==> src/hdl/irt_pkg.sv <==
// Shared widths, status codes and cell control type for the interval reservation table.
package irt_pkg;

   localparam int ID_WIDTH        = 16;
   localparam int TIME_PORT_WIDTH = 16;
   localparam int PRIO_WIDTH      = 2;
   localparam int STATUS_WIDTH    = 3;

   typedef enum logic [STATUS_WIDTH-1:0] {
      ST_ADDED    = 3'd0,
      ST_CONFLICT = 3'd1,
      ST_FULL     = 3'd2,
      ST_LISTED   = 3'd3,
      ST_EMPTY    = 3'd4
   } status_type;

   // Per-cycle command broadcast to every cell of the chain
   typedef struct packed {
      logic insert;   // shift the chain one cell down, new entry enters cell 0
      logic rotate;   // shift occupied entries one cell up, cell 0 wraps around
   } cell_ctrl_type;

endpackage

==> src/hdl/interval_reservation_table.sv <==
// Top level of the interval reservation table: request control, cell chain, result register.
//
//  channel | direction | handshake                 | payload
//  req     | in        | req_valid / req_stall     | kind, event_id, start_time, end_time, prio
//  rsp     | out       | rsp_valid / rsp_stall     | status, out_id, out_start, out_end,
//          |           |                           | out_prio, last
//
// An add first captures the request, then runs the parallel overlap test across all cells
// and makes the decision. A list captures the request and then emits the stored entries; the
// chain rotates one cell per emitted entry, so cell 0 always holds the next entry to send.
// Reset is synchronous and clears only occupancy and control; no clearing pass is needed.
// A stalled result holds the chain and any pending add or list step until the result is taken.
module interval_reservation_table #(
   parameter int CAPACITY   = 16,
   parameter int TIME_WIDTH = 16
) (
   input  logic                                 clock,
   input  logic                                 reset,
   input  logic                                 req_valid,
   output logic                                 req_stall,
   input  logic                                 req_kind,
   input  logic [irt_pkg::ID_WIDTH-1:0]         req_event_id,
   input  logic [irt_pkg::TIME_PORT_WIDTH-1:0]  req_start_time,
   input  logic [irt_pkg::TIME_PORT_WIDTH-1:0]  req_end_time,
   input  logic [irt_pkg::PRIO_WIDTH-1:0]       req_prio,
   output logic                                 rsp_valid,
   input  logic                                 rsp_stall,
   output logic [irt_pkg::STATUS_WIDTH-1:0]     rsp_status,
   output logic [irt_pkg::ID_WIDTH-1:0]         rsp_out_id,
   output logic [irt_pkg::TIME_PORT_WIDTH-1:0]  rsp_out_start,
   output logic [irt_pkg::TIME_PORT_WIDTH-1:0]  rsp_out_end,
   output logic [irt_pkg::PRIO_WIDTH-1:0]       rsp_out_prio,
   output logic                                 rsp_last
);

   localparam int TimeW = (TIME_WIDTH < irt_pkg::TIME_PORT_WIDTH) ?
                          TIME_WIDTH : irt_pkg::TIME_PORT_WIDTH;
   localparam int PosW  = (CAPACITY > 1) ? $clog2(CAPACITY) : 1;
   localparam int IdxW  = $clog2(CAPACITY + 1);

   typedef enum logic [1:0] {
      S_IDLE,
      S_ADD,
      S_LIST
   } state_type;

   state_type                         state_ff, state_in;
   logic [PosW-1:0]                   pos_ff, pos_in;

   logic [irt_pkg::ID_WIDTH-1:0]      q_id_ff, q_id_in;
   logic [TimeW-1:0]                  q_start_ff, q_start_in;
   logic [TimeW-1:0]                  q_end_ff, q_end_in;
   logic [irt_pkg::PRIO_WIDTH-1:0]    q_prio_ff, q_prio_in;

   logic                              rsp_valid_ff, rsp_valid_in;
   irt_pkg::status_type               rsp_status_ff, rsp_status_in;
   logic [irt_pkg::ID_WIDTH-1:0]      rsp_id_ff, rsp_id_in;
   logic [TimeW-1:0]                  rsp_start_ff, rsp_start_in;
   logic [TimeW-1:0]                  rsp_end_ff, rsp_end_in;
   logic [irt_pkg::PRIO_WIDTH-1:0]    rsp_prio_ff, rsp_prio_in;
   logic                              rsp_last_ff, rsp_last_in;

   irt_pkg::cell_ctrl_type            ctrl;

   logic [irt_pkg::ID_WIDTH-1:0]      c_id    [CAPACITY];
   logic [TimeW-1:0]                  c_start [CAPACITY];
   logic [TimeW-1:0]                  c_end   [CAPACITY];
   logic [irt_pkg::PRIO_WIDTH-1:0]    c_prio  [CAPACITY];
   logic [CAPACITY-1:0]               c_occ;
   logic [CAPACITY-1:0]               c_hit;
   logic [CAPACITY:0]                 occ_ext;

   logic                              any_hit;
   logic                              table_full;
   logic                              can_emit;
   logic                              list_last;

   // Build the chain: cell 0 holds the newest entry, higher cells older ones
   for (genvar i = 0; i < CAPACITY; i++) begin : g_cell
      logic [irt_pkg::ID_WIDTH-1:0]   p_id, n_id;
      logic [TimeW-1:0]               p_start, p_end, n_start, n_end;
      logic [irt_pkg::PRIO_WIDTH-1:0] p_prio, n_prio;
      logic                           p_occ, n_occ;

      if (i == 0) begin : g_head
         assign p_id    = q_id_ff;
         assign p_start = q_start_ff;
         assign p_end   = q_end_ff;
         assign p_prio  = q_prio_ff;
         assign p_occ   = 1'b1;
      end else begin : g_body
         assign p_id    = c_id[i-1];
         assign p_start = c_start[i-1];
         assign p_end   = c_end[i-1];
         assign p_prio  = c_prio[i-1];
         assign p_occ   = c_occ[i-1];
      end

      if (i == CAPACITY - 1) begin : g_tail
         assign n_id    = c_id[0];
         assign n_start = c_start[0];
         assign n_end   = c_end[0];
         assign n_prio  = c_prio[0];
         assign n_occ   = 1'b0;
      end else begin : g_mid
         assign n_id    = c_id[i+1];
         assign n_start = c_start[i+1];
         assign n_end   = c_end[i+1];
         assign n_prio  = c_prio[i+1];
         assign n_occ   = c_occ[i+1];
      end

      irt_cell #(
         .TIME_W (TimeW)
      ) u_cell (
         .clock       (clock),
         .reset       (reset),
         .ctrl        (ctrl),
         .prev_id     (p_id),
         .prev_start  (p_start),
         .prev_end    (p_end),
         .prev_prio   (p_prio),
         .prev_occ    (p_occ),
         .next_id     (n_id),
         .next_start  (n_start),
         .next_end    (n_end),
         .next_prio   (n_prio),
         .next_occ    (n_occ),
         .wrap_id     (c_id[0]),
         .wrap_start  (c_start[0]),
         .wrap_end    (c_end[0]),
         .wrap_prio   (c_prio[0]),
         .query_start (q_start_ff),
         .query_end   (q_end_ff),
         .cell_id     (c_id[i]),
         .cell_start  (c_start[i]),
         .cell_end    (c_end[i]),
         .cell_prio   (c_prio[i]),
         .cell_occ    (c_occ[i]),
         .cell_hit    (c_hit[i])
      );
   end

   assign any_hit    = |c_hit;
   assign table_full = c_occ[CAPACITY-1];
   assign occ_ext    = {1'b0, c_occ};
   assign can_emit   = !rsp_valid_ff || !rsp_stall;
   // The entry in cell 0 is the oldest when the cell past the listing position is empty
   assign list_last  = !occ_ext[IdxW'(pos_ff) + IdxW'(1)];

   // Sequence requests and load the result register
   always_comb begin
      state_in      = state_ff;
      pos_in        = pos_ff;
      q_id_in       = q_id_ff;
      q_start_in    = q_start_ff;
      q_end_in      = q_end_ff;
      q_prio_in     = q_prio_ff;
      rsp_valid_in  = rsp_valid_ff && rsp_stall;
      rsp_status_in = rsp_status_ff;
      rsp_id_in     = rsp_id_ff;
      rsp_start_in  = rsp_start_ff;
      rsp_end_in    = rsp_end_ff;
      rsp_prio_in   = rsp_prio_ff;
      rsp_last_in   = rsp_last_ff;
      ctrl          = '0;

      case (state_ff)
         S_IDLE: begin
            if (req_valid) begin
               q_id_in    = req_event_id;
               q_start_in = TimeW'(req_start_time);
               q_end_in   = TimeW'(req_end_time);
               q_prio_in  = req_prio;
               pos_in     = '0;
               state_in   = req_kind ? S_LIST : S_ADD;
            end
         end
         S_ADD: begin
            if (can_emit) begin
               rsp_valid_in  = 1'b1;
               rsp_id_in     = '0;
               rsp_start_in  = '0;
               rsp_end_in    = '0;
               rsp_prio_in   = '0;
               rsp_last_in   = 1'b1;
               if (any_hit) begin
                  rsp_status_in = irt_pkg::ST_CONFLICT;
               end else if (table_full) begin
                  rsp_status_in = irt_pkg::ST_FULL;
               end else begin
                  rsp_status_in = irt_pkg::ST_ADDED;
                  ctrl.insert   = 1'b1;
               end
               state_in = S_IDLE;
            end
         end
         S_LIST: begin
            if (can_emit) begin
               rsp_valid_in = 1'b1;
               if (!c_occ[0]) begin
                  rsp_status_in = irt_pkg::ST_EMPTY;
                  rsp_id_in     = '0;
                  rsp_start_in  = '0;
                  rsp_end_in    = '0;
                  rsp_prio_in   = '0;
                  rsp_last_in   = 1'b1;
                  state_in      = S_IDLE;
               end else begin
                  rsp_status_in = irt_pkg::ST_LISTED;
                  rsp_id_in     = c_id[0];
                  rsp_start_in  = c_start[0];
                  rsp_end_in    = c_end[0];
                  rsp_prio_in   = c_prio[0];
                  rsp_last_in   = list_last;
                  ctrl.rotate   = 1'b1;
                  pos_in        = pos_ff + PosW'(1);
                  if (list_last) begin
                     state_in = S_IDLE;
                  end
               end
            end
         end
         default: begin
            state_in = S_IDLE;
         end
      endcase
   end

   // Hold state, request and result registers
   always_ff @(posedge clock) begin
      q_id_ff       <= q_id_in;
      q_start_ff    <= q_start_in;
      q_end_ff      <= q_end_in;
      q_prio_ff     <= q_prio_in;
      rsp_status_ff <= rsp_status_in;
      rsp_id_ff     <= rsp_id_in;
      rsp_start_ff  <= rsp_start_in;
      rsp_end_ff    <= rsp_end_in;
      rsp_prio_ff   <= rsp_prio_in;
      rsp_last_ff   <= rsp_last_in;
      if (reset) begin
         state_ff     <= S_IDLE;
         pos_ff       <= '0;
         rsp_valid_ff <= 1'b0;
      end else begin
         state_ff     <= state_in;
         pos_ff       <= pos_in;
         rsp_valid_ff <= rsp_valid_in;
      end
   end

   assign req_stall     = (state_ff != S_IDLE);
   assign rsp_valid     = rsp_valid_ff;
   assign rsp_status    = rsp_status_ff;
   assign rsp_out_id    = rsp_id_ff;
   assign rsp_out_start = irt_pkg::TIME_PORT_WIDTH'(rsp_start_ff);
   assign rsp_out_end   = irt_pkg::TIME_PORT_WIDTH'(rsp_end_ff);
   assign rsp_out_prio  = rsp_prio_ff;
   assign rsp_last      = rsp_last_ff;

endmodule

==> src/hdl/irt_cell.sv <==
// One storage cell of the reservation chain: entry, occupancy and overlap test.
module irt_cell #(
   parameter int TIME_W = 16
) (
   input  logic                          clock,
   input  logic                          reset,
   input  irt_pkg::cell_ctrl_type        ctrl,
   input  logic [irt_pkg::ID_WIDTH-1:0]  prev_id,
   input  logic [TIME_W-1:0]             prev_start,
   input  logic [TIME_W-1:0]             prev_end,
   input  logic [irt_pkg::PRIO_WIDTH-1:0] prev_prio,
   input  logic                          prev_occ,
   input  logic [irt_pkg::ID_WIDTH-1:0]  next_id,
   input  logic [TIME_W-1:0]             next_start,
   input  logic [TIME_W-1:0]             next_end,
   input  logic [irt_pkg::PRIO_WIDTH-1:0] next_prio,
   input  logic                          next_occ,
   input  logic [irt_pkg::ID_WIDTH-1:0]  wrap_id,
   input  logic [TIME_W-1:0]             wrap_start,
   input  logic [TIME_W-1:0]             wrap_end,
   input  logic [irt_pkg::PRIO_WIDTH-1:0] wrap_prio,
   input  logic [TIME_W-1:0]             query_start,
   input  logic [TIME_W-1:0]             query_end,
   output logic [irt_pkg::ID_WIDTH-1:0]  cell_id,
   output logic [TIME_W-1:0]             cell_start,
   output logic [TIME_W-1:0]             cell_end,
   output logic [irt_pkg::PRIO_WIDTH-1:0] cell_prio,
   output logic                          cell_occ,
   output logic                          cell_hit
);

   logic [irt_pkg::ID_WIDTH-1:0]   id_ff, id_in;
   logic [TIME_W-1:0]              start_ff, start_in;
   logic [TIME_W-1:0]              end_ff, end_in;
   logic [irt_pkg::PRIO_WIDTH-1:0] prio_ff, prio_in;
   logic                           occ_ff, occ_in;

   // Pick the next content: take from the newer side on insert, from the
   // older side (or the wrap source where the next cell is empty) on rotate
   always_comb begin
      id_in    = id_ff;
      start_in = start_ff;
      end_in   = end_ff;
      prio_in  = prio_ff;
      occ_in   = occ_ff;
      if (ctrl.insert) begin
         id_in    = prev_id;
         start_in = prev_start;
         end_in   = prev_end;
         prio_in  = prev_prio;
         occ_in   = prev_occ;
      end else if (ctrl.rotate) begin
         if (next_occ) begin
            id_in    = next_id;
            start_in = next_start;
            end_in   = next_end;
            prio_in  = next_prio;
         end else begin
            id_in    = wrap_id;
            start_in = wrap_start;
            end_in   = wrap_end;
            prio_in  = wrap_prio;
         end
      end
   end

   // Hold payload without reset, clear occupancy on reset
   always_ff @(posedge clock) begin
      id_ff    <= id_in;
      start_ff <= start_in;
      end_ff   <= end_in;
      prio_ff  <= prio_in;
      if (reset) begin
         occ_ff <= 1'b0;
      end else begin
         occ_ff <= occ_in;
      end
   end

   // Strict half-open overlap against the stored interval
   assign cell_hit = occ_ff && (query_start < end_ff) && (query_end > start_ff);

   assign cell_id    = id_ff;
   assign cell_start = start_ff;
   assign cell_end   = end_ff;
   assign cell_prio  = prio_ff;
   assign cell_occ   = occ_ff;

endmodule
==> config.mk <==
export PLATFORM = sky130hd
export DESIGN_NAME = interval_reservation_table
export DESIGN_NICKNAME = d
export VERILOG_FILES = /design/src/hdl/irt_pkg.sv /design/src/hdl/interval_reservation_table.sv /design/src/hdl/irt_cell.sv
export SDC_FILE = /design/constraint.sdc
export NUM_CORES = 2
export LEC_CHECK = 0
export BUFFER_PORTS_ARGS = -buffer_cell sky130_fd_sc_hd__buf_2
export CAP_MARGIN = 0
export CORE_ASPECT_RATIO = 0.8
export CORE_MARGIN = 3
export CORE_UTILIZATION = 40
export DETAILED_ROUTE_END_ITERATION = 8
export REMOVE_ABC_BUFFERS = 1
export SYNTH_ARGS = -nofsm -noshare
export SYNTH_HDL_FRONTEND = slang
export SYNTH_HIERARCHICAL = 1
export SYNTH_SLANG_ARGS = --single-unit
==> constraint.sdc <==
create_clock -name clock -period 25.4 [get_ports clock]
set_clock_uncertainty 0.2 [all_clocks]
set_input_delay 2.54 -clock clock [delete_from_list [all_inputs] [get_ports clock]]
set_output_delay 2.54 -clock clock [all_outputs]
set_load 0.03 [all_outputs]
==> flow_summary.json <==
{
  "worst_pin_slew_ps": 1320,
  "post-cts-setup-buffer-count": 0,
  "core-area_um2": 142000,
  "finalHoldViolCount": 0,
  "final-seq-area_um2": 27700,
  "cts_buffer_depth": 3,
  "synth_edf_count": 904,
  "clkSinkCount": 927,
  "post-route-period-util": 0.305,
  "pin_count": 111,
  "slew_headroom": 0.118,
  "muxShareOfSynthArea": 0.144,
  "syn_to_final_growth_pct": 10.1,
  "wl_per_cell_um": 25.6,
  "setup_viol": 0,
  "finalNetCount": 6120,
  "grt_pass1_wl_mm": 278,
  "syn_area_per_cell_um2": 10.3,
  "numCtsBuffers": 101,
  "synth_ff_type": "edfxtp_1",
  "dieWidth_um": 430,
  "synthArstFlopShare": 0,
  "vias": 43900,
  "synth_common_cells": "913 x nand2_1, 904 x edfxtp_1, 879 x o21ai_0",
  "drt-initial-drc-count": 5664,
  "hold_class": "reg2reg",
  "drc_errors": 0,
  "grt_pass1_vias": 40300,
  "synth_area_um2": 57600,
  "synthXorXnorAreaFrac": 0.000434,
  "synthAdderAreaFrac": 0.109,
  "yosys-top-cells-area": "edfxtp_1 47%, mux2i_1 14%, ha_1 11%",
  "cts_root_buf": "clkbuf_16",
  "synth_seq_cells": 927,
  "synth.distinct_cells": 46,
  "multi_input_area_um2": 26900,
  "holdWs_ps": 309,
  "synth_seq_area_share": 0.479,
  "fp-row-count": 123,
  "synth-simple-area-share": 0.100,
  "start_kind": "register",
  "critPathMaxFanout": 274,
  "wl_mm": 192,
  "insertion_delay_ps": 760,
  "maxCapViolations": 0,
  "port_buffers": 110,
  "dpl.hpwl_mm": 124,
  "fill_cells": 13300,
  "fin_crit_ps": 7760,
  "cts_tree": "yes",
  "cp_data_arrival_time_ps": 8010,
  "cts_htree_levels": 3,
  "worstSetupPathType": "reg2reg",
  "antenna_found_initial": 3,
  "yosys.area.top_type_share": 0.471,
  "synth_top_cell_by_area": "edfxtp_1",
  "netlist_instances": 5567,
  "grt_max_degree": 275,
  "yosysWarnings": 6,
  "peakVddDrop_mv": 0.0609,
  "slew_viol_final": 0,
  "first_pass_iters": 8,
  "die_area_um2": 149000,
  "finalSetupTns_ps": 0,
  "cp-end-kind": "register",
  "ant_nets": 0,
  "grt-ovfl-total": 0,
  "grt_use_total": 0.250,
  "max_freq_ghz": 0.129,
  "grt_setup_unrepaired": "false",
  "post_cts_resize_count": 0,
  "die_y_um": 345,
  "synth_compound_area_frac": 0.112,
  "initial_core_util": 0.407,
  "cellPowerDensity_nw_per_um2": 62.4,
  "ctsHoldBuffers": 0,
  "viasPerCell": 5.83,
  "final_layout_size_suffix_gt1_frac": 0.0740,
  "worstPathRequired_ps": 25650,
  "clk_pin_slew_ps": 70,
  "power.leakage_nw": 22.6,
  "yosysMostFrequentCell": "nand2_1",
  "status": "finished clean",
  "synth_top_family_by_area": "multiplexers",
  "routabilityCongestion": 1.03
}
## metrics by stage
stage	power, mW	area, um2	utilization	setup slack, ps	cells
CTS	3.97	63400	0.448	17770	7523
finish	3.96	63400	0.448	17640	7526
detailed placement	2.41	60000	0.423	17790	7337
global placement	2.39	60000	0.423	17920	7332
global route	4.11	63400	0.448	17170	7523
floorplan	2.99	56400	-	-148110	5281
## path summary, 6_finish.rpt
kind                             endpoint  depth (start not counted)                 from  slack [ps]
max          g_cell[9].u_cell/cell_end[1]                         13  g_cell[0].p_end[15]       17640
min                           state_ff[0]                          2          state_ff[0]         310
max reg2reg  g_cell[9].u_cell/cell_end[1]                         13  g_cell[0].p_end[15]       17640
min reg2reg                   state_ff[0]                          2          state_ff[0]         310
## cell usage in the layout, fill, tap and decap left out, drive strengths merged, types with 5 or more instances in the layout
cell and count:
nand2 914, edfxtp 904, o21ai 883, mux2i 819
inv 534, ha 500, a21oi 208, buf 180
clkbuf 130, nand4 93, nor2 87, nand3 51
and3 50, a211oi 36, clkinv 35, a21o 24
dfxtp 23, a221oi 20, or2 20, nor4 20
nor2b 17, a2111oi 17, nand2b 15, nand3b 13
bufinv 12, o211ai 5, clkinvlp 5
## report_power, final
part	switching (mW)	internal (mW)	leakage, nW	total, mW
clock network	0.674	0.887	1.65	1.56
registers	0.0875	1.80	8.51	1.88
logic	0.355	0.158	12.5	0.513
## worst max-delay path, stage by stage (launching register included)
cell and delay [ps]:
edfxtp_1 740, ha_1 620, nand4_2 270, nor4_1 870
or4b_4 300, a211oi_2 40, nor4_1 330, nand4_1 270
a2111oi_2 470, buf_4 590, buf_12 560, buf_4 910
buf_4 630, o21ai_0 220
## registers in the layout, indices dropped and copies added, names as in the netlist
signal	count
rsp_valid	1
pos_ff	4
rsp_last	1
g_cell.p_start	16
g_cell.u_cell/cell_prio	32
g_cell.u_cell/cell_id	256
rsp_out_id	16
g_cell.u_cell/cell_start	256
g_cell.p_end	16
rsp_status	3
state_ff	2
g_cell.u_cell/cell_occ	16
g_cell.p_id	16
rsp_out_prio	2
g_cell.u_cell/cell_end	256
rsp_out_start	16
rsp_out_end	16
g_cell.p_prio	2
## layout make-up
cell class              instances  area share
flip-flops and latches        927       0.436
diodes                          3    0.000118
inverters                     530      0.0314
clock buffers                 130      0.0430
multi-input cells            3824       0.424
repair buffers                181      0.0174
well taps                    1875      0.0370
clock inverters                56      0.0110
## metal layers
layer	vias to the layer above	part of all wire	GRT usage
met1	21600	0.47	0.386
met3	238	0.10	0.0544
met2	2032	0.40	0.348
li1	20100	-	-
met4	2	0.031	0.0705
met5	-	0.000062	0
## cell families after synthesis
kind of cell | count (synthesis)
AO/OA/AOI/OAI | 1201
XOR/XNOR | 2
adder cells (fa/ha/maj) | 500
AND/OR/NAND/NOR | 1295
multiplexers | 824
flip-flops | 927
buffers and inverters | 816
other | 2
Power figures use the tool's default switching activity.
